==> src/hdl/moe_rt_pkg.sv <==
// Shared types and constants of the top-k softmax router.
// Holds the transaction structs, controller command/status structs and the 2^x table.
// Depends on nothing.
package moe_rt_pkg;

  localparam int CFG_W = 7;
  localparam int DIV_NUM_W = 33;
  localparam int EXP_W = 17;
  localparam int EXP_Q_LIMIT = 17;
  localparam int TOPK_FIELD_MAX = 15;
  localparam logic [16:0] LOG2E_Q16 = 17'd94548;
  localparam logic [31:0] EXP_STEP_Q32 = 32'd4283353945;

  typedef enum logic [1:0] {
    REG_EXPERT_COUNT = 2'd0,
    REG_TOP_K        = 2'd1,
    REG_NORMALIZE    = 2'd2,
    REG_COUNT_EN     = 2'd3
  } cfg_reg_e;

  typedef struct packed {
    logic [3:0]         layer;
    logic signed [15:0] logit;
  } item_t;

  typedef struct packed {
    logic [5:0]  expert_index;
    logic [15:0] weight;
    logic [31:0] use_count;
    logic        last_pick;
  } result_t;

  typedef struct packed {
    logic accept;
    logic clr_wr;
    logic run_init;
    logic e_clr;
    logic e_inc;
    logic max_upd;
    logic exp_mul;
    logic exp_wr;
    logic sel_cmp;
    logic sel_commit;
    logic k_clr;
    logic k_inc;
    logic div_start;
    logic emit;
  } cmd_t;

  typedef struct packed {
    logic row_close;
    logic clr_last;
    logic e_last;
    logic k_last;
    logic div_busy;
  } status_t;

  typedef logic [EXP_W-1:0] exp_rom_t [256];

  // Entry f approximates 2^(16 - f/256), built by repeated multiplication.
  function automatic exp_rom_t build_exp_rom();
    logic [95:0] acc;
    exp_rom_t    rom;
    acc = 96'd1 << 32;
    for (int f = 0; f < 256; f++) begin
      rom[f] = EXP_W'((acc + 96'h8000) >> 16);
      acc = (acc * {64'd0, EXP_STEP_Q32}) >> 32;
    end
    return rom;
  endfunction

  localparam exp_rom_t EXP_ROM = build_exp_rom();

endpackage

==> src/hdl/moe_rt_ctrl.sv <==
// Router controller: sequences clearing, max, exponent, selection and output phases.
// Depends on moe_rt_pkg for the command and status structs.
module moe_rt_ctrl import moe_rt_pkg::*; (
  input  logic    clk_i,
  input  logic    rst_ni,
  input  logic    start_i,
  input  status_t status_i,
  output cmd_t    cmd_o,
  output logic    busy_o
);

  typedef enum logic [3:0] {
    S_CLEAR, S_IDLE, S_MAX_RD, S_MAX_CMP, S_EXP_RD, S_EXP_MUL, S_EXP_WR,
    S_SEL_RD, S_SEL_CMP, S_SEL_END, S_OUT_RD, S_OUT_DIV, S_OUT_EMIT
  } state_e;

  state_e state_q, state_d;

  always_ff @(posedge clk_i or negedge rst_ni) begin
    if (!rst_ni) state_q <= S_CLEAR;
    else         state_q <= state_d;
  end

  always_comb begin
    state_d = state_q;
    cmd_o   = '0;
    unique case (state_q)
      S_CLEAR: begin
        cmd_o.clr_wr = 1'b1;
        if (status_i.clr_last) state_d = S_IDLE;
      end
      S_IDLE: begin
        if (start_i) begin
          cmd_o.accept = 1'b1;
          if (status_i.row_close) begin
            cmd_o.run_init = 1'b1;
            cmd_o.e_clr    = 1'b1;
            state_d        = S_MAX_RD;
          end
        end
      end
      S_MAX_RD: state_d = S_MAX_CMP;
      S_MAX_CMP: begin
        cmd_o.max_upd = 1'b1;
        if (status_i.e_last) begin
          cmd_o.e_clr = 1'b1;
          state_d     = S_EXP_RD;
        end else begin
          cmd_o.e_inc = 1'b1;
          state_d     = S_MAX_RD;
        end
      end
      S_EXP_RD: state_d = S_EXP_MUL;
      S_EXP_MUL: begin
        cmd_o.exp_mul = 1'b1;
        state_d       = S_EXP_WR;
      end
      S_EXP_WR: begin
        cmd_o.exp_wr = 1'b1;
        if (status_i.e_last) begin
          cmd_o.e_clr = 1'b1;
          state_d     = S_SEL_RD;
        end else begin
          cmd_o.e_inc = 1'b1;
          state_d     = S_EXP_RD;
        end
      end
      S_SEL_RD: state_d = S_SEL_CMP;
      S_SEL_CMP: begin
        cmd_o.sel_cmp = 1'b1;
        if (status_i.e_last) begin
          state_d = S_SEL_END;
        end else begin
          cmd_o.e_inc = 1'b1;
          state_d     = S_SEL_RD;
        end
      end
      S_SEL_END: begin
        cmd_o.sel_commit = 1'b1;
        cmd_o.e_clr      = 1'b1;
        if (status_i.k_last) begin
          cmd_o.k_clr = 1'b1;
          state_d     = S_OUT_RD;
        end else begin
          cmd_o.k_inc = 1'b1;
          state_d     = S_SEL_RD;
        end
      end
      S_OUT_RD: begin
        cmd_o.div_start = 1'b1;
        state_d         = S_OUT_DIV;
      end
      S_OUT_DIV: begin
        if (!status_i.div_busy) state_d = S_OUT_EMIT;
      end
      S_OUT_EMIT: begin
        cmd_o.emit = 1'b1;
        if (status_i.k_last) begin
          cmd_o.k_clr = 1'b1;
          state_d     = S_IDLE;
        end else begin
          cmd_o.k_inc = 1'b1;
          state_d     = S_OUT_RD;
        end
      end
      default: state_d = S_IDLE;
    endcase
  end

  assign busy_o = state_q != S_IDLE;

`ifndef SYNTH
  a_emit_spaced: assert property (@(posedge clk_i) disable iff (!rst_ni)
    cmd_o.emit |=> !cmd_o.emit)
    else $error("results emitted on consecutive cycles");
  a_div_idle: assert property (@(posedge clk_i) disable iff (!rst_ni)
    cmd_o.div_start |-> !status_i.div_busy)
    else $error("divider started while busy");
  a_close_runs: assert property (@(posedge clk_i) disable iff (!rst_ni)
    (cmd_o.accept && status_i.row_close) |=> state_q == S_MAX_RD)
    else $error("completed row did not start processing");
`endif

endmodule

==> config.mk <==
export PLATFORM = sky130hd
export DESIGN_NAME = moe_rt_ctrl
export DESIGN_NICKNAME = d
export VERILOG_FILES = /design/src/hdl/moe_rt_pkg.sv /design/src/hdl/moe_rt_ctrl.sv
export SDC_FILE = /design/constraint.sdc
export NUM_CORES = 1
export LEC_CHECK = 0
export BUFFER_PORTS_ARGS = -buffer_cell sky130_fd_sc_hd__buf_2
export CAP_MARGIN = 20
export CORE_AREA = 2 2 39 41
export CTS_CLUSTER_DIAMETER = 120
export DETAILED_ROUTE_END_ITERATION = 16
export DIE_AREA = 0 0 41 43
export PLACE_DENSITY = 0.77
export SYNTH_ARGS = -nofsm -noshare
export SYNTH_HDL_FRONTEND = slang
export SYNTH_SLANG_ARGS = --single-unit
==> constraint.sdc <==
create_clock -name clk_i -period 1.98 [get_ports clk_i]
set_input_delay 0.099 -clock clk_i [delete_from_list [all_inputs] [get_ports clk_i]]
set_output_delay 0.099 -clock clk_i [all_outputs]
set_load 0.02 [all_outputs]
**Word-level counts from Yosys, hierarchy flattened**

Index checks and enable logic that the tools add are counted.

- Output and inout bits: 15
- Input bits: 8
- Memories kept: 0
- Bits in read-only memories: 0
- Word-level logic and storage cells: 53
- Flip-flop bits (word level): 4
- Memory bits (writable): 0
- Latch bits: 0

- Reductions and logical operators: 5
- Add/sub/neg operators: 0
- Bitwise logic cells: 0
- Multiplexer cells: 30
- Equality and inequality tests: 17
- Magnitude comparators: 0
- $mul: 0
- Shift-type cells: 0
- Divide/modulo/power cells: 0

Operator list:

| cell | count |
|---|---|
| one-hot mux 4 bit (13 select lines) | 1 |
| 2-to-1 mux 4 bit | 7 |
| equality test 4 bit, second input constant | 5 |
| equality test 4 x 3 -> 1 bit, second input constant | 4 |
| 2-to-1 mux 1 bit | 16 |
| equality test 4 x 2 -> 1 bit, second input constant | 2 |
| 2-to-1 mux 2 bit | 4 |
| != test 2 bit, second input constant | 4 |
| equality test 4 x 1 -> 1 bit, second input constant | 1 |
| logical NOT 4 bit | 1 |
| != test 4 x 1 -> 1 bit, second input constant | 1 |
| AND reduction 4 bit | 1 |
| OR reduction 2 bit | 2 |
| 2-to-1 mux 3 bit | 1 |
| one-hot mux 1 bit (3 select lines) | 1 |
| OR reduction 3 bit | 1 |

**Longest topological paths before layout**

Gate-level depths: netlist (run 1).

- Depth in word-level cells: 3
- Mapped depth: 5

**Least setup slack after synthesis (run 1)**

No wires, ideal clock.

- Path kind: register to register
- From: reg state_q[0]
- To: reg state_q[0]
- Library setup time: 0.179 ns
- Clock period less this slack: 1.693 ns
- Slack: 0.287 ns
- Path buffers: 2
- Cell stages (with the launch flop): 5
- Data arrival time: 1.513 ns
- Path through: dfrtp_1 > buf_2 > buf_4 > nor4_1 > a32oi_1

- Longest elaborated chain between the ends: 3
- Elaborated cells between the ends (all ways): 19

RTL lines:

| element | RTL line | RTL |
|---|---|---|
| start, declared | moe_rt_ctrl.sv:17 | `state_e state_q, state_d;` |
| start signal, assigned | moe_rt_ctrl.sv:21 | `else state_q <= state_d;` |
| equality test 4 x 1 -> 1 bit, or another cell as far along | moe_rt_ctrl.sv:27 | `unique case (state_q)` |
| != test 2 bit (no line) | n/a |  |
| AND reduction 4 bit (no line) | n/a |  |

Parallel ways exist; a longest one is shown, timed or not.
A chain may end at the register's enable or synchronous reset.

==> results by group, run 1 <==
CTS
  • Num CTS Buffers: 3
  • TritonCTS clock tree: built
  • Clk_lat worst skew: 0.23 ns
  • Clock tree root buffer cell: clkbuf_4
  • Worst-path clk slew: 0.04 ns
  • H-tree depth: 1
  • Sink Count: 4
  • Max clock buf depth: 2

Logic synthesis
  • XOR/XNOR Fraction of Synth Area: 1.69%
  • Mapped Avg Cell Area: 6.64 sq um
  • Synth top area share: 19.3%
  • Synth Area in Adders: 0%
  • Syn nets: 86
  • Synth Area in Simple Gates: 34.5%
  • Yosys reg bits: 4
  • Post-synth EDFFs: 0
  • Mux cell area share after synthesis: 1.93%
  • Ys async rst share: 100%
  • Top post-synthesis cells by area: dfrtp_1 19%, nor3_1 6.8%, nor2_1 6.5%, a21oi_1 5.8%, inv_1 5.1%
  • Synth Cell Area: 518 sq um
  • Most frequent cell after synthesis: nor2_1
  • Synth warn: 0
  • Main synth FF type: dfrtp_1
  • Syn Inst Count: 78
  • Largest family of logic cells by synthesized area: simple AND/OR/NAND/NOR gates
  • Yosys top cell by area: dfrtp_1
  • Synth Area in Compound Gates: 29.2%
  • Yosys cell types: 29
  • Share of the yosys chip area belonging to registers: 19.3%
  • Most instantiated cells after synthesis: 9 x nor2_1, 7 x inv_1, 7 x nand2_1, 7 x nor3_1, 6 x a21oi_1

Power
  • Switch Pwr: 0.000342 W
  • Internal cell power: 0.000328 W
  • Part of the power in registers: 28.8%
  • Leakage power total: 0.325 nW
  • Comb pwr share: 56.5%
  • Clock power share: 14.6%
  • IR drop worst, VDD: 0.329 mV
  • Power per cell area: 1030 nW/um^2
  • Net Sw Frac: 51.1%

Global routing
  • Vias in the first global route: 498
  • Global-route usage over all layers: 17.5%
  • Initial antenna violation count: 0
  • First-pass GRT wire length: 2170 um
  • Pin count of the biggest net entering global routing: 19
  • Gr ovfl total: 0

Route
  • TritonRoute pass-1 iters: 4
  • DR WL met3: 69 um
  • DR iter-0 viols: 18
  • Vias/cell: 5.52
  • DRT met1 WL: 668 um
  • Post-route ant nets: 0
  • Total wire length: 1380 um
  • Vias: 629
  • Top sig layer: met3
  • Routed len/inst: 12.1 um
  • Residual DRC: 0
  • Met2 routed WL: 638 um

STA
  • Max-slew headroom: 69.5%
  • Final Max Tran Viols: 0
  • Min Clock Period, post-route: 1.77 ns
  • Final Hold Viols: 0
  • Final worst slack: 0.207 ns
  • Final setup fails: 0
  • Setup TNS: 0 ns
  • RSZ-0062 raised after global routing: no
  • Fmax: 564 MHz
  • Worst Max-Slew Pin Slew: 0.457 ns
  • Final setup skew: 0.00387 ns
  • Crit share post-route: 89.6%

Critical path
  • Required time at the worst-slack endpoint: 1.88 ns
  • Kind of cell adding the most delay to the critical path: flip-flops
  • CP Cell Sequence: or2b_4, mux2i_1, a21oi_1, nor2_1, buf_2
  • CP max stage delay: 0.61 ns
  • CP max-delay cell: dfrtp_1
  • Worst path buffer plus inverter count: 1
  • Crit Path Max Fanout: 15
  • CP startpoint kind: register
  • CP Capture Type: output pin
  • CP arrival: 1.67 ns
  • Crit Path Category: reg -> out

Finish
  • Share of layout cells above drive strength 1: 30.6%
  • Number of flip-flops under the largest register name: 4
  • Largest regs: state_q (4)
  • Finished Layout Cells: 114
  • Largest Register: state_q
  • P&R area growth vs syn: 25.1%
  • ANT cells: 0
  • Layout Nets: 108

Floorplanning
  • Die area: 1760 sq um
  • Row Count: 14
  • Initial core utilization: 37.4%
  • I/O Pins: 23
  • Die Y: 43 um
  • Die X: 41 um
  • Core area: 1380 sq um

Placed design
  • IO buf count: 22
  • Placer Congestion: 0.850
  • Dpl ws: 0.425 ns
  • Post-DP HPWL: 1010 um
  • Placed Instances: 110

Run
  • Max cap viols: 0

Status
  • Status: finished, final reports clean

Min path
  • Hold Path Class: in -> reg
per-layer routing:
layer  GRT usage, %  vias up
met1           27.6      286
met5              0        -
met4           4.00        0
met3           4.71        0
li1               -      322
met2           23.1       21
worst register-to-register path, cell delays in order (launching register included):
cell     delay, ns
dfrtp_1       0.54
or2b_4        0.34
o21ai_2       0.06
a221o_1       0.35
a32oi_1       0.20
cell families (layout without fill, tap and decap cells):
family	Yosys count	count (layout)
AO/OA/AOI/OAI	22	22
XOR/XNOR	1	1
flip-flops	4	4
buffers and inverters	14	34
multiplexers	1	1
AND/OR/NAND/NOR	36	36
final timing paths:
| path | cells after the start | slack, ns | end | start |
|---|---|---|---|---|
| hold reg to reg | 1 | 0.75 | state_q[3]$_DFFE_PN0P_ | state_q[3]$_DFFE_PN0P_ |
| setup reg to reg | 4 | 0.42 | state_q[0]$_DFFE_PN0P_ | state_q[2]$_DFFE_PN0P_ |
| min in group asynchronous | 2 | 0.20 | state_q[0]$_DFFE_PN0P_ | rst_ni |
| max in group asynchronous | 2 | 1.65 | state_q[1]$_DFFE_PN0P_ | rst_ni |
| setup / recovery | 5 | 0.21 | cmd_o[9] | state_q[2]$_DFFE_PN0P_ |
| hold / removal | 3 | 0.10 | state_q[0]$_DFFE_PN0P_ | status_i[3] |
metrics by stage:
stage | area (sq um) | power, W | hold slack [ns] | utilization (%)
floorplan | 518 | 0.000487 | -0.197 | -
global placement | 613 | 0.000555 | -0.0956 | 44.3
detailed placement | 613 | 0.000562 | -0.0953 | 44.3
CTS | 646 | 0.000667 | 0.102 | 46.7
global route | 648 | 0.000730 | 0.0913 | 46.8
finish | 648 | 0.000670 | 0.104 | 46.8
area by class of cell:
cell class	instances	area (sq um)
clock buffer	3	22.5
fill	148	736
inverter	7	26.3
multi-input combinational	60	349
sequential	4	103
tap	16	20.0
timing repair buffer	24	128
power by group through the flow:
stage          sequential (W)  clock [W]  combinational [W]
4_1_cts              0.000185   0.000103           0.000379
5_1_grt              0.000201   0.000112           0.000417
6_report             0.000193  0.0000981           0.000379
2_1_floorplan        0.000107          0           0.000380
3_5_place_dp         0.000187          0           0.000376
3_3_place_gp         0.000183          0           0.000372
timing repair:
action | CTS | global route
endpoints found under the hold margin | 4 | 0
hold buffers | 1 | 0
buffers inserted | 0 | 0
resized for setup | 0 | 2
endpoints found under the setup margin | 0 | 2
cell usage in the layout (no fill, tap or decap), types with 2 or more instances in the layout:
master,count
buf_2,22
nor2_1,9
nand2_1,7
a221o_1,2
dfrtp_2,2
o22ai_1,2
nand2b_1,4
nand3_1,3
clkbuf_4,3
nor3_1,7
o21ai_0,3
dfrtp_1,2
nor4_1,2
inv_1,7
a21oi_1,6
No activity file was read; power rests on OpenSTA's default activity.
==> run 2: changes to the inputs <==
Settings changed: CORE_AREA 2 2 39 41 to not set, CORE_MARGIN set to 1, CORE_UTILIZATION set to 35, DIE_AREA 0 0 41 43 to not set, PLACE_DENSITY 0.77 to not set.
==> run 2 against run 1 <==
Sequential share of layout area grew 0.052 points. Highest routed layer unchanged. Largest cell class unchanged. Setup slack gained 0.0061 ns. Hold slack lost 0.0015 ns. First-iteration DRC count grew 5.6%. Combinational power grew 2%. Critical endpoint is now cmd_o[11]. Final area shrank 1.5%. Core utilization grew 1.0 points.
==> results by group, run 2 (synthesis results as in run 1) <==
CTS
  • Worst-path clk slew: 0.04 ns (about the same)
  • Max clock buf depth: 2 (unchanged)
  • H-tree depth: 1 (unchanged)
  • Clk_lat worst skew: 0.24 ns (about the same)
  • Sink Count: 4 (unchanged)
  • # Post-CTS Setup Buffers: 0 (unchanged)
  • TritonCTS clock tree: built
  • Clock tree root buffer cell: clkbuf_4
  • Num CTS Buffers: 3 (unchanged)

Route
  • TritonRoute pass-1 iters: 4 (unchanged)
  • Total wire length: 1460 um (+6.0%)
  • Post-route ant nets: 0 (unchanged)
  • DRT met1 WL: 698 um (+4.5%)
  • Met2 routed WL: 672 um (+5.3%)
  • Residual DRC: 0 (unchanged)
  • Vias/cell: 5.56 (+0.81%)
  • Vias: 623 (-0.95%)
  • Routed len/inst: 13.0 um (+7.9%)
  • DR WL met3: 87 um (+26%)
  • Top sig layer: met3
  • DR iter-0 viols: 19 (+1)

Floorplanning
  • Initial core utilization: 38.8% (+1.4 points)
  • Row Count: 13 (-1)
  • I/O Pins: 23 (unchanged)
  • Die X: 40.5 um (-1.3%)
  • Die area: 1640 sq um (-7.1%)
  • Core area: 1330 sq um (-3.6%)
  • Die Y: 40.5 um (-5.9%)

Finish
  • Largest regs: state_q (4)
  • Fill count: 136 (-8.1%)
  • Leading cell type in the layout, fill and taps excluded: buf_2
  • ANT cells: 0 (unchanged)
  • Design area: 638 sq um (-1.5%)
  • Largest Register: state_q
  • Commonest non-fill, non-tap cells in the layout: 22 x buf_2, 9 x nor2_1, 7 x nor3_1, 7 x inv_1, 7 x nand2_1
  • Share of layout cells above drive strength 1: 28.9% (-1.7 points)
  • Number of flip-flops under the largest register name: 4 (unchanged)
  • Layout Nets: 107 (-0.93%)
  • P&R area growth vs syn: 23.2%

Global routing
  • First-pass GRT wire length: 2270 um (+4.5%)
  • Vias in the first global route: 490 (-1.6%)
  • Global-route usage over all layers: 21.0% (+3.5 points)
  • Gr ovfl total: 0 (unchanged)
  • Pin count of the biggest net entering global routing: 19 (unchanged)
  • Initial antenna violation count: 0 (unchanged)

Power
  • Power per cell area: 1060 nW/um^2 (+3.0%)
  • IR drop worst, VDD: 0.527 mV (+60%)
  • Leakage power total: 0.321 nW (-1.4%)

STA
  • Fmax: 566 MHz (+0.34%)
  • Final Max Tran Viols: 0 (unchanged)
  • Final Hold Viols: 0 (unchanged)
  • Max-slew headroom: 64.9% (-4.6 points)
  • Final setup fails: 0 (unchanged)
  • Min Clock Period, post-route: 1.77 ns (-0.00607 ns)
  • Final setup skew: 0.00377 ns (-0.000105 ns)
  • RSZ-0062 raised after global routing: no
  • Crit share post-route: 89.3% (-0.31 points)
  • Setup TNS: 0 ns (unchanged)
  • Worst Max-Slew Pin Slew: 0.526 ns (+0.0692 ns)

Critical path
  • Worst path buffer plus inverter count: 2 (+1)
  • CP Cell Sequence: nand2b_1, nor3_1, inv_1, nor2_1, buf_2
  • CP max stage delay: 0.66 ns (+0.05 ns)
  • Crit Path Max Fanout: 17 (+2)
  • CP Capture Type: output pin
  • Required time at the worst-slack endpoint: 1.88 ns (about the same)
  • CP max-delay cell: dfrtp_1
  • CP startpoint kind: register
  • Crit Path Category: reg -> out
  • Kind of cell adding the most delay to the critical path: flip-flops
  • CP arrival: 1.67 ns (about the same)

Run
  • Max cap viols: 0 (unchanged)

Min path
  • Hold Path Class: in -> reg

Placed design
  • Post-DP HPWL: 1050 um (+4.1%)
  • Placer Congestion: 0.872 (+2.5%)
  • Placed Area: 604 sq um (-1.4%)
  • IO buf count: 22 (unchanged)

Status
  • Status: finished, final reports clean
-- run 2: changes by cell type in the layout (fill, tap and decap cells not counted), sizes merged --
cell and delta:
buf -1
-- run 2: area by class of cell --
cell class | instances | area, sq um | area share, %
Tap cell | 15 | 18.8 | 2.94
Timing Repair Buffer | 23 | 120 | 18.8
Clock buffer | 3 | 22.5 | 3.53
Multi-Input combinational cell | 60 | 349 | 54.7
Inverter | 7 | 26.3 | 4.12
Sequential cell | 4 | 101 | 15.9
-- run 2: through the flow --
stage          hold slack, ns  util, %  worst slack (ns)  cells  power [W]
2_1_floorplan          -0.197        -             0.287     78   0.000487
3_3_place_gp          -0.0954     45.3             0.373    108   0.000569
3_5_place_dp          -0.0930     45.3             0.394    108   0.000568
4_1_cts                0.0948     47.7             0.133    112   0.000677
5_1_grt                 0.120     47.8            0.0485    112   0.000737
6_report                0.103     47.8             0.213    112   0.000680
-- run 2: worst paths after layout --
| path | from | end | slack [ns] | depth (start not counted) |
|---|---|---|---|---|
| max in group asynchronous | rst_ni | state_q[1]$_DFFE_PN0P_ | 1.64 | 2 |
| worst max register to register | state_q[3]$_DFFE_PN0P_ | state_q[0]$_DFFE_PN0P_ | 0.38 | 4 |
| worst min register to register | state_q[1]$_DFFE_PN0P_ | state_q[2]$_DFFE_PN0P_ | 0.88 | 2 |
| worst min-delay path | status_i[3] | state_q[0]$_DFFE_PN0P_ | 0.10 | 3 |
| worst max-delay path | state_q[0]$_DFFE_PN0P_ | cmd_o[11] | 0.21 | 5 |
| min in group asynchronous | rst_ni | state_q[3]$_DFFE_PN0P_ | 0.20 | 2 |
-- run 2: layer usage --
layer	vias up	track usage (%)
li1	320	-
met1	276	31.6
met2	27	29.4
met3	0	3.33
met4	0	7.50
met5	-	0
-- run 2: power by group --
part / internal, W / total (W) / switching [W]
clock: 0.0000680 / 0.000104 / 0.0000356
combinational: 0.000155 / 0.000386 / 0.000231
sequential: 0.000102 / 0.000190 / 0.0000886
total: 0.000325 / 0.000680 / 0.000355
-- run 2: worst reg2reg max path, stage by stage (launching register included) --
cell and delay, ns:
dfrtp_1 0.63, or2b_4 0.26, o21ai_2 0.06, a221o_1 0.35
a32oi_1 0.21
-- run 2: repair_timing --
| item | in CTS | in global routing |
|---|---|---|
| hold buffers | 1 | 0 |
| endpoints found under the setup margin | 0 | 1 |
| gates resized for setup | 0 | 1 |
| endpoints found under the hold margin | 4 | 0 |
==> run 3: changes to the inputs <==
==> constraint.sdc (replaced) <==
create_clock -name clk_i -period 2 [get_ports clk_i]
set_input_delay 0.4 -clock clk_i [delete_from_list [all_inputs] [get_ports clk_i]]
set_output_delay 0.4 -clock clk_i [all_outputs]
set_load 0.02 [all_outputs]
==> run 3 against run 2 <==
Setup slack got worse by 0.15 ns. Critical path depth unchanged. Power up 6.5%.
==> results by group, run 3 (synthesis results as in run 1) <==
Finish
  • Largest Register: state_q
  • P&R area growth vs syn: 33.1%
  • Layout Nets: 112 (+4.7%)
  • Leading cell type in the layout, fill and taps excluded: buf_2
  • ANT cells: 0 (unchanged)
  • Commonest non-fill, non-tap cells in the layout: 22 x buf_2, 9 x nor2_1, 7 x nor3_1, 7 x inv_1, 7 x nand2_1
  • Largest regs: state_q (4)
  • Share of layout cells above drive strength 1: 33.3% (+4.5 points)
  • Finished Layout Cells: 117 (+4.5%)
  • Number of flip-flops under the largest register name: 4 (unchanged)

Global routing
  • Initial antenna violation count: 0 (unchanged)
  • Gr ovfl total: 0 (unchanged)
  • Vias in the first global route: 529 (+8.0%)
  • Global-route usage over all layers: 21.5% (+0.48 points)
  • GR Util met2: 33.3% (+4.0 points)
  • Pin count of the biggest net entering global routing: 18 (-1)
  • GR Util met1: 26.7% (-4.8 points)
  • GRT busiest layer: met2
  • GRT met3 Usage: 1.67% (-1.7 points)
  • First-pass GRT wire length: 2280 um (+0.31%)

STA
  • Final worst slack: 0.0633 ns (-0.149 ns)
  • Setup TNS: 0 ns (unchanged)
  • Final setup skew: 0.00477 ns (+0.00101 ns)
  • Fmax: 516 MHz
  • Max-slew headroom: 78.2% (+13 points)
  • Min Clock Period, post-route: 1.94 ns
  • Final setup fails: 0 (unchanged)
  • RSZ-0062 raised after global routing: no
  • Final Hold Viols: 0 (unchanged)
  • Worst Max-Slew Pin Slew: 0.324 ns (-0.202 ns)
  • Final Max Tran Viols: 0 (unchanged)
  • Crit share post-route: 96.8%

Floorplanning
  • Row Count: 13 (unchanged)
  • Core area: 1330 sq um (unchanged)
  • Die Y: 40.5 um (unchanged)
  • Initial core utilization: 38.8% (unchanged)
  • Die X: 40.5 um (unchanged)
  • I/O Pins: 23 (unchanged)
  • Die area: 1640 sq um (unchanged)

Critical path
  • CP arrival: 1.54 ns (-0.13 ns)
  • Required time at the worst-slack endpoint: 1.60 ns (-0.28 ns)
  • Crit Path Category: reg -> out
  • Crit Path Max Fanout: 9 (-8)
  • Reg2reg end: state_q[1]$_DFFE_PN0P_
  • Reg2reg setup slack: 0.53 ns (+0.15 ns)
  • R2R depth: 5 (+1)
  • CP Capture Type: output pin
  • Crit path launch: state_q[2]$_DFFE_PN0P_
  • Crit Reg-Reg Startpoint: state_q[1]$_DFFE_PN0P_
  • CP Capture Point: cmd_o[11]
  • CP startpoint kind: register

CTS
  • Num CTS Buffers: 3 (unchanged)
  • Clock tree root buffer cell: clkbuf_4
  • Worst-path clk slew: 0.03 ns (about the same)
  • H-tree depth: 1 (unchanged)
  • TritonCTS clock tree: built
  • Max clock buf depth: 2 (unchanged)
  • Sink Count: 4 (unchanged)
  • Clk_lat worst skew: 0.24 ns (about the same)

Route
  • Vias: 681 (+9.3%)
  • Residual DRC: 0 (unchanged)
  • Routed len/inst: 13.2 um (+1.2%)
  • Post-route ant nets: 0 (unchanged)
  • Total wire length: 1540 um (+5.7%)
  • DR iter-0 viols: 20 (+1)
  • Vias/cell: 5.82 (+4.6%)
  • TritonRoute pass-1 iters: 4 (unchanged)

Placed design
  • Post-DP HPWL: 1160 um (+11%)
  • IO buf count: 22 (unchanged)
  • Dpl ws: 0.259 ns (-0.136 ns)
  • Placed Instances: 112 (+3.7%)
  • Placer Congestion: 0.911 (+4.5%)

Power
  • Tot Pwr: 0.000724 W (+6.5%)
  • IR drop worst, VDD: 0.613 mV (+16%)
  • Power per cell area: 1050 nW/um^2 (-1.4%)
  • Leakage power total: 0.347 nW (+8.3%)

Run
  • Max cap viols: 0 (unchanged)

Status
  • Status: finished, final reports clean

Min path
  • Hold Path Class: in -> reg
[run 3: how the worst min path moves through the flow]
stage                                        end        start  cells past startpoint  slack (ns)
after global placement    state_q[0]$_DFFE_PN0P_       rst_ni                      1        0.21
after floorplan           state_q[0]$_DFFE_PN0P_       rst_ni                      0        0.10
after detailed placement  state_q[0]$_DFFE_PN0P_       rst_ni                      1        0.21
final                     state_q[0]$_DFFE_PN0P_  status_i[3]                      3        0.39
after global routing      state_q[0]$_DFFE_PN0P_  status_i[3]                      3        0.41
after CTS                 state_q[0]$_DFFE_PN0P_  status_i[3]                      3        0.40
[run 3: power by group]
part / switching [W] / internal, W
registers: 0.0000330 / 0.000102
clock network: 0.0000354 / 0.0000673
logic: 0.000294 / 0.000192
total: 0.000363 / 0.000361
[run 3: worst max-delay path: stages, from the launching register on]
cell and delay (ns):
dfrtp_2 0.45, buf_4 0.18, nor3_1 0.31, inv_1 0.09, nor2_1 0.11, buf_2 0.17
[run 3: routing by layer]
metal / routed length (um) / vias to the layer above
met5: 0 / -
met4: 68 / 0
met2: 685 / 33
met1: 693 / 312
met3: 95 / 9
li1: - / 327
[run 3: cell type report]
type | instances | area, sq um
clock buffer | 3 | 22.5
sequential | 4 | 103
inverter | 7 | 26.3
timing repair buffer | 28 | 170
multi-input combinational | 60 | 349
tap | 15 | 18.8
fill | 147 | 644
[run 3: per-stage QoR]
step,area (sq um),hold slack [ns],utilization (%)
finish,689,0.392,51.7
global route,689,0.408,51.7
CTS,668,0.396,50.1
detailed placement,634,0.209,47.6
global placement,634,0.209,47.6
floorplan,518,0.104,-
[run 3: repair_timing]
action,4_1_cts,5_1_grt
hold buffers,1,0
pin swaps,0,0
resized for setup,1,1
endpoints found under the hold margin,4,0
setup buffers,0,1
cloned,0,0
endpoints found under the setup margin,1,2
